`config.mk`:
```
export PLATFORM = sky130hd
export DESIGN_NAME = sorted_magnitude_list
export DESIGN_NICKNAME = d
export VERILOG_FILES = /design/src/sml_pkg.sv /design/src/sorted_magnitude_list.sv
export SDC_FILE = /design/constraint.sdc
export NUM_CORES = 2
export LEC_CHECK = 0
export ABC_CLOCK_PERIOD_IN_PS = 4500
export BUFFER_PORTS_ARGS = -buffer_cell sky130_fd_sc_hd__clkbuf_2
export CAP_MARGIN = 20
export CORE_ASPECT_RATIO = 0.8
export CORE_MARGIN = 2
export CORE_UTILIZATION = 55
export CTS_CLUSTER_SIZE = 25
export DETAILED_ROUTE_END_ITERATION = 12
export HOLD_SLACK_MARGIN = 0.15
export PLACE_DENSITY_LB_ADDON = 0.1
export SYNTH_ARGS = -nofsm -noshare
export SYNTH_HDL_FRONTEND = slang
export SYNTH_SLANG_ARGS = --single-unit
```
`constraint.sdc`:
```
create_clock -name clk -period 4.5 [get_ports clk]
set_clock_uncertainty 0.05 [all_clocks]
set_input_delay 0.675 -clock clk [delete_from_list [all_inputs] [get_ports clk]]
set_output_delay 0.675 -clock clk [all_outputs]
set_load 0.05 [all_outputs]
```
`src/sml_pkg.sv`:
```
// ----------------------------------------------------------------------------
// sml_pkg
// shared types and constants for the sorted magnitude list
// ----------------------------------------------------------------------------
package sml_pkg;

  localparam int REQ_W    = 2;
  localparam int ID_W     = 10;
  localparam int KEY_W    = 32;
  localparam int STATUS_W = 2;
  localparam int COUNT_W  = 7;

  typedef enum logic [REQ_W-1:0] {
    REQ_PUSH   = 2'd0,
    REQ_INSERT = 2'd1,
    REQ_DELETE = 2'd2,
    REQ_CLEAR  = 2'd3
  } req_t;

  typedef enum logic [STATUS_W-1:0] {
    ST_OK      = 2'd0,
    ST_PRESENT = 2'd1,
    ST_ABSENT  = 2'd2,
    ST_FULL    = 2'd3
  } status_t;

endpackage

```
`src/sorted_magnitude_list.sv`:
```
// ----------------------------------------------------------------------------
// sorted_magnitude_list
// ordered list of item ids: insert places by decreasing key magnitude, push at the front, in one memory
// ----------------------------------------------------------------------------
// usage
//   a request word (req type, item id, Q16.16 key) is taken when start is
//   high and busy is low. every request gives exactly one result word:
//   status, entry count, empty flag and front id, shown for one cycle with
//   out_valid high. the receiver cannot stall, so results never back up.
// timing
//   the list lives in a single-port-read, single-port-write memory with a
//   registered read. one read and at most one write happen per cycle under
//   a small sequencer: a scan pass reads every held entry (id match and
//   sorted place), then, unless the request fails, a move pass shifts the
//   entries between the place (or the deleted entry) and the rear. a clear
//   skips both passes. busy stays high from the accepted request word until
//   the result word is ready; the result word is shown in the first cycle
//   with busy low, and a new request word may be taken in that cycle.
// reset
//   rst_n clears the sequencer, the entry count and the result strobe. the
//   memory is not cleared: only entries below the count are ever read.
// ----------------------------------------------------------------------------
module sorted_magnitude_list #(
  parameter int DEPTH   = 64,
  parameter int ID_BITS = 10
) (
  input  logic                          clk,
  input  logic                          rst_n,
  // request word
  input  logic                          start,
  output logic                          busy,
  input  logic [sml_pkg::REQ_W-1:0]     in_req_type,
  input  logic [sml_pkg::ID_W-1:0]      in_item_id,
  input  logic signed [sml_pkg::KEY_W-1:0] in_item_key,
  // result word
  output logic                          out_valid,
  output logic [sml_pkg::STATUS_W-1:0]  out_status,
  output logic [sml_pkg::COUNT_W-1:0]   out_entry_count,
  output logic                          out_is_empty,
  output logic [sml_pkg::ID_W-1:0]      out_front_id
);

  import sml_pkg::*;

  localparam int IW = $clog2(DEPTH);      // memory address bits
  localparam int CW = $clog2(DEPTH + 1);  // count bits, holds DEPTH itself

  typedef struct packed {
    logic [ID_BITS-1:0] id;
    logic [KEY_W-1:0]   mag;
  } slot_t;

  typedef enum logic [2:0] {
    S_IDLE,
    S_SCAN,
    S_DECIDE,
    S_MV_DN,
    S_MV_UP,
    S_DONE
  } state_t;

  // slot memory: ids and magnitudes in list order
  slot_t mem [DEPTH];
  slot_t rdata_r;

  logic          mem_we;
  logic [IW-1:0] mem_waddr;
  slot_t         mem_wdata;
  logic [IW-1:0] mem_raddr;

  // sequencer state
  state_t             state_r, state_nxt;
  req_t               req_r, req_nxt;
  logic [ID_BITS-1:0] id_r, id_nxt;
  logic [KEY_W-1:0]   mag_r, mag_nxt;
  logic [CW-1:0]      count_r, count_nxt;
  logic [ID_BITS-1:0] front_r, front_nxt;
  status_t            status_r, status_nxt;

  // scan and move bookkeeping
  logic [CW-1:0]      idx_r, idx_nxt;       // next read address
  logic [CW-1:0]      idx_dec;              // one below the read address
  logic               cmp_vld_r, cmp_vld_nxt;
  logic [CW-1:0]      cmp_idx_r, cmp_idx_nxt;
  logic               found_r, found_nxt;
  logic [CW-1:0]      match_pos_r, match_pos_nxt;
  logic               ins_seen_r, ins_seen_nxt;
  logic [CW-1:0]      ins_pos_r, ins_pos_nxt;
  logic [CW-1:0]      tgt_r, tgt_nxt;       // place of the new entry
  logic               wv_r, wv_nxt;         // shifted entry waiting to be written
  logic [CW-1:0]      wdst_r, wdst_nxt;

  // result registers
  logic                 out_valid_r, out_valid_nxt;
  logic [STATUS_W-1:0]  out_status_r, out_status_nxt;
  logic [COUNT_W-1:0]   out_count_r, out_count_nxt;
  logic                 out_empty_r, out_empty_nxt;
  logic [ID_W-1:0]      out_front_r, out_front_nxt;

  logic [KEY_W-1:0] key_u;
  logic [KEY_W-1:0] key_mag;

  assign key_u   = in_item_key;
  // |key| as unsigned, so the most negative key maps to 2^31
  assign key_mag = key_u[KEY_W-1] ? (~key_u + KEY_W'(1)) : key_u;

  assign idx_dec = idx_r - CW'(1);

  // memory ports
  always_ff @(posedge clk) begin
    if (mem_we) begin
      mem[mem_waddr] <= mem_wdata;
    end
    rdata_r <= mem[mem_raddr];
  end

  always_comb begin
    state_nxt     = state_r;
    req_nxt       = req_r;
    id_nxt        = id_r;
    mag_nxt       = mag_r;
    count_nxt     = count_r;
    front_nxt     = front_r;
    status_nxt    = status_r;
    idx_nxt       = idx_r;
    cmp_vld_nxt   = 1'b0;
    cmp_idx_nxt   = cmp_idx_r;
    found_nxt     = found_r;
    match_pos_nxt = match_pos_r;
    ins_seen_nxt  = ins_seen_r;
    ins_pos_nxt   = ins_pos_r;
    tgt_nxt       = tgt_r;
    wv_nxt        = 1'b0;
    wdst_nxt      = wdst_r;

    out_valid_nxt  = 1'b0;
    out_status_nxt = out_status_r;
    out_count_nxt  = out_count_r;
    out_empty_nxt  = out_empty_r;
    out_front_nxt  = out_front_r;

    mem_we    = 1'b0;
    mem_waddr = '0;
    mem_wdata = rdata_r;
    mem_raddr = idx_r[IW-1:0];

    unique case (state_r)
      S_IDLE: begin
        if (start) begin
          req_nxt      = req_t'(in_req_type);
          id_nxt       = ID_BITS'(in_item_id);
          mag_nxt      = key_mag;
          idx_nxt      = '0;
          found_nxt    = 1'b0;
          ins_seen_nxt = 1'b0;
          ins_pos_nxt  = count_r;
          status_nxt   = ST_OK;
          if (req_t'(in_req_type) == REQ_CLEAR) begin
            count_nxt = '0;
            state_nxt = S_DONE;
          end else begin
            state_nxt = S_SCAN;
          end
        end
      end

      // read every held entry: look for the id and the sorted place
      S_SCAN: begin
        if (idx_r < count_r) begin
          mem_raddr   = idx_r[IW-1:0];
          idx_nxt     = idx_r + CW'(1);
          cmp_vld_nxt = 1'b1;
          cmp_idx_nxt = idx_r;
        end
        if (cmp_vld_r) begin
          if (!found_r && rdata_r.id == id_r) begin
            found_nxt     = 1'b1;
            match_pos_nxt = cmp_idx_r;
          end
          // first entry whose magnitude is not greater
          if (!ins_seen_r && rdata_r.mag <= mag_r) begin
            ins_seen_nxt = 1'b1;
            ins_pos_nxt  = cmp_idx_r;
          end
        end
        if (idx_r >= count_r && !cmp_vld_r) begin
          state_nxt = S_DECIDE;
        end
      end

      S_DECIDE: begin
        case (req_r) inside
          REQ_PUSH, REQ_INSERT: begin
            if (found_r) begin
              status_nxt = ST_PRESENT;
              state_nxt  = S_DONE;
            end else if (count_r >= CW'(DEPTH)) begin
              status_nxt = ST_FULL;
              state_nxt  = S_DONE;
            end else begin
              tgt_nxt   = (req_r == REQ_PUSH) ? '0 : ins_pos_r;
              idx_nxt   = count_r;
              state_nxt = S_MV_DN;
            end
          end
          REQ_DELETE: begin
            if (!found_r) begin
              status_nxt = ST_ABSENT;
              state_nxt  = S_DONE;
            end else begin
              idx_nxt   = match_pos_r + CW'(1);
              state_nxt = S_MV_UP;
            end
          end
          default: begin
            state_nxt = S_DONE;
          end
        endcase
      end

      // open a gap at tgt: entry i-1 moves to i, rear first
      S_MV_DN: begin
        if (idx_r > tgt_r) begin
          mem_raddr = idx_dec[IW-1:0];
          idx_nxt   = idx_dec;
          wv_nxt    = 1'b1;
          wdst_nxt  = idx_r;
        end
        if (wv_r) begin
          mem_we    = 1'b1;
          mem_waddr = wdst_r[IW-1:0];
          mem_wdata = rdata_r;
        end else if (idx_r == tgt_r) begin
          // gap is open, place the new entry
          mem_we        = 1'b1;
          mem_waddr     = tgt_r[IW-1:0];
          mem_wdata.id  = id_r;
          mem_wdata.mag = mag_r;
          count_nxt     = count_r + CW'(1);
          state_nxt     = S_DONE;
        end
      end

      // close the hole: entry i moves to i-1, front first
      S_MV_UP: begin
        if (idx_r < count_r) begin
          mem_raddr = idx_r[IW-1:0];
          idx_nxt   = idx_r + CW'(1);
          wv_nxt    = 1'b1;
          wdst_nxt  = idx_r - CW'(1);
        end
        if (wv_r) begin
          mem_we    = 1'b1;
          mem_waddr = wdst_r[IW-1:0];
          mem_wdata = rdata_r;
        end
        if (idx_r >= count_r && !wv_r) begin
          count_nxt = count_r - CW'(1);
          state_nxt = S_DONE;
        end
      end

      S_DONE: begin
        out_valid_nxt  = 1'b1;
        out_status_nxt = status_r;
        out_count_nxt  = COUNT_W'(count_r);
        out_empty_nxt  = (count_r == '0);
        out_front_nxt  = (count_r == '0) ? '0 : ID_W'(front_r);
        state_nxt      = S_IDLE;
      end

      default: begin
        state_nxt = S_IDLE;
      end
    endcase

    // the front id is mirrored from every write to slot zero
    if (mem_we && mem_waddr == '0) begin
      front_nxt = mem_wdata.id;
    end
  end

  always_ff @(posedge clk) begin
    if (!rst_n) begin
      state_r     <= S_IDLE;
      count_r     <= '0;
      out_valid_r <= 1'b0;
      cmp_vld_r   <= 1'b0;
      wv_r        <= 1'b0;
    end else begin
      state_r     <= state_nxt;
      count_r     <= count_nxt;
      out_valid_r <= out_valid_nxt;
      cmp_vld_r   <= cmp_vld_nxt;
      wv_r        <= wv_nxt;
    end
    req_r        <= req_nxt;
    id_r         <= id_nxt;
    mag_r        <= mag_nxt;
    front_r      <= front_nxt;
    status_r     <= status_nxt;
    idx_r        <= idx_nxt;
    cmp_idx_r    <= cmp_idx_nxt;
    found_r      <= found_nxt;
    match_pos_r  <= match_pos_nxt;
    ins_seen_r   <= ins_seen_nxt;
    ins_pos_r    <= ins_pos_nxt;
    tgt_r        <= tgt_nxt;
    wdst_r       <= wdst_nxt;
    out_status_r <= out_status_nxt;
    out_count_r  <= out_count_nxt;
    out_empty_r  <= out_empty_nxt;
    out_front_r  <= out_front_nxt;
  end

  assign busy            = (state_r != S_IDLE);
  assign out_valid       = out_valid_r;
  assign out_status      = out_status_r;
  assign out_entry_count = out_count_r;
  assign out_is_empty    = out_empty_r;
  assign out_front_id    = out_front_r;

endmodule
```
==> impl_results.md <==
* Arr. time, crit path at 5070 ps
* Initial Util at between 50 and 60%
* Post-synth ARST share at 0%
* Final TNS setup at 0 ps
* Register share of total power at 33.1%
* Placed cells at between 10000 and 15000
* Post-synthesis adder-cell area fraction at less than 1%
* IO Count at 69
* Commonest non-fill, non-tap cells in the layout: 3345 x mux2i_1, 2807 x edfxtp_1, 1482 x nand2_1, 669 x a32oi_1, 325 x a21oi_1
* Clock sinks at between 2000 and 3000
* Syn_area_per_cell at 13.8 µm²
* Port bufs at between 60 and 70
* Status: completed
* CTS max path bufs at 4
* CP bufs+invs at 5
* Clock power share at between 20% and 30%
* Min cycle time layout at around 4400 ps
* Maxcap violations at 0
* Worst r2r src: idx_r[1]
* CORE AREA at between 0.2 and 0.3 mm²
* Period utilization at 97.5%
* Synthesis Warnings at 0
* Vias per cell at 6.73
* Placer Congestion at ~0.87
* Die ar. at 0.258 mm²
* Pre-antenna DRT Iters at 7
* Critical path's largest stage delay at 560 ps
* Complex-gate fraction of the synthesized area at 6.35%
* CP Max Fanout at approximately 110
* Psw at about 38 mW
* Layout area overhead at 13.2%
* RSZ-0062 raised after global routing: no
* Via count at slightly above 90000
* Leakage at 58.5 nW
* Largest family of logic cells by synthesized area: multiplexers
* CTS clk-pin slew, worst paths at 70 ps
* Number of global-route vias before repair at 90900
* Layout cell share with drive strength beyond 1 at around 11%
* Final Setup Violations at 0
* WHS Path Cells at 2
* Total GRT Usage at approximately 33%
* Int Pwr at 64.0 mW
* Post-synthesis mux area share at about a quarter
* Fmax at 228 MHz
* Crit-path leading delay family: buffers and inverters
* Clk Latency, worst-skew pair at between 800 and 900 ps
* Post-synthesis cell count at 10100
* CP Depth at 11
* Syn Nets at ~10000
* Worst min-delay path class: primary input to flip-flop
* Synth Area in XOR/XNOR at less than 1%
* CP startpoint kind: flip-flop
* Final nets at 10400
* Seq/Total Area, Yosys at 61.1%
* Grt ovf at 0
* Sw Share at between 30% and 40%
* Chip height at between 400 and 500 µm
* #FFs+latches synth at 2862
* Min Hold Slack at 203 ps
* Cells along the critical path: buf_4 > buf_12 > buf_12 > mux2i_1 > mux2i_1 > a32oi_1 > a21oi_1 > nor4_1 > buf_2 > buf_4 > nand2_1
* Post-synth EDFFs at 2807
* Drc violations at 0
* CTS root buf: clkbuf_16
* Ys flop type: edfxtp_1
* Hold Vio Cnt, Final at 0
* Leading cell type in the layout, fill and taps excluded: mux2i_1
* Power density over the cells at ~650 mW/mm²
* Pins Over Slew Limit at 0
* Largest net degree at the start of global routing at 115
* Wirelength per Cell at around 32 µm
* Initial DRC count at 11200
* # fillers at roughly 19000
* Relative slew margins at 12.5%
* Worst-Margin Slew at ~1300 ps
* Synth Cell Area at about 0.14 mm²
* Routed wire length at ~440000 µm
* Setup Buffers After CTS at 0
* Chip width at around 570 µm
* Crit path from: idx_r[1]
* Hpwl dp at 253000 µm
* CTS H-Tree Depth at 5
* Post-synthesis simple-gate area fraction at around 5.1%
* Antenna violation net count after detailed routing at 0
* Area of the multi-input gates at approximately 0.052 mm²
* CTS Buf Count at 300
* FP Rows at about 170
* First-pass GRT wire length at 627000 µm
* Peak supply drop at about 680 µV
* R2R cell count at 11
* Initial antenna violation count at 24
* Crit end category: flip-flop
* Final core occ at a little over three fifths
* Fin cells at 13900
* Hold_sp: in_item_key[15]
* CTS tree: done
* Storage element area at 0.0854 mm²
* Worst endpoint required time at around 5200 ps
* Setup CP Type: flip-flop to flip-flop
* Post-synthesis cell type count at between 70 and 80
* Comb pwr share at 43.1%
* Worst path slowest cell: buf_12
-- power groups by stage --
stage / clock network (mW) / logic [mW] / registers (mW)
finish: 24.3 / 44.1 / 33.9
global route: 25.6 / 46.1 / 33.9
CTS: 24.6 / 42.9 / 33.9
detailed placement: 0 / 42.7 / 34.5
global placement: 0 / 41.7 / 34.5
floorplan: 0 / 28.6 / 34.2
-- flip-flops by register name, summed over array words and instances, names as in the netlist, 3 cells and up --
name / count
mem: 2688
rdata_r: 42
mag_r: 32
front_r: 10
id_r: 10
out_front_id: 10
cmp_idx_r: 7
count_r: 7
idx_r: 7
ins_pos_r: 7
match_pos_r: 7
out_entry_count: 7
tgt_r: 7
wdst_r: 6
state_r: 3
-- cell usage after synthesis (4+ instances only) --
cell	number	share of area, %
a22oi_1	13	0.070
nand2_1	1485	4.0
or3_1	11	0.049
a21o_1	13	0.070
nor3b_1	4	0.021
nand2b_1	10	0.045
a21oi_1	326	1.2
o21ai_0	40	0.14
xnor2_1	50	0.31
o31ai_1	9	0.048
o21a_1	8	0.043
nor2_1	109	0.29
buf_1	73	0.20
nor4_1	49	0.22
inv_1	57	0.15
ha_1	55	0.49
a32oi_1	670	4.2
dfxtp_1	55	0.79
nand4_1	8	0.036
and2_1	16	0.072
nand3_1	16	0.057
nor2b_1	16	0.072
edfxtp_1	2807	60
mux4_2	5	0.081
nor3_1	13	0.047
nand3b_1	4	0.021
a2111oi_0	44	0.28
or2_2	4	0.018
mux2i_1	3349	24
buf_2	99	0.35
and3_1	6	0.027
a211oi_1	4	0.021
xor2_1	9	0.056
o41ai_1	4	0.025
clkbuf_1	563	1.5
mux2_2	43	0.35
-- area by class of cell --
| class | instances | area share [%] |
|---|---|---|
| clock inverter | 147 | 0.860 |
| timing repair buffer | 609 | 4.40 |
| tap | 3340 | 2.64 |
| inverter | 58 | 0.138 |
| antenna | 7 | 0.0111 |
| multi-input combinational | 6459 | 32.9 |
| sequential | 2862 | 54.0 |
| clock buffer | 386 | 5.08 |
-- through the flow --
| step | setup slack (ps) | power, mW | cell area (µm²) |
|---|---|---|---|
| after floorplan | -352 | 62.8 | 140000 |
| after global placement | -1400 | 76.3 | 148000 |
| after detailed placement | 43.7 | 77.2 | 148000 |
| after CTS | 16.7 | 101 | 158000 |
| after global routing | 64.5 | 106 | 158000 |
| final | 114 | 102 | 158000 |
-- cells by family after synthesis --
| family | count (synthesis) |
|---|---|
| adder cells (fa/ha/maj) | 56 |
| XOR/XNOR | 59 |
| buffers and inverters | 793 |
| AO/OA/AOI/OAI | 1180 |
| flip-flops | 2862 |
| multiplexers | 3397 |
| AND/OR/NAND/NOR | 1767 |
-- metal layers --
metal	part of all wire (%)	global-route usage [%]
met1	41	46.6
met2	45	51.5
met3	10	6.40
met5	0.0086	0
met4	4.1	12.9
-- final timing paths --
path | slack [ps] | to
max | 110 | rdata_r[3]
min | 200 | mag_r[15]
max reg2reg | 110 | rdata_r[3]
min reg2reg | 380 | out_status[0]
-- repair_timing --
item | CTS | global route
hold buffers | 27 | 0
gates resized for setup | 0 | 3
setup endpoints to repair | 0 | 4
hold endpoints to repair | 31 | 0
Power figures use the tool's default switching activity.
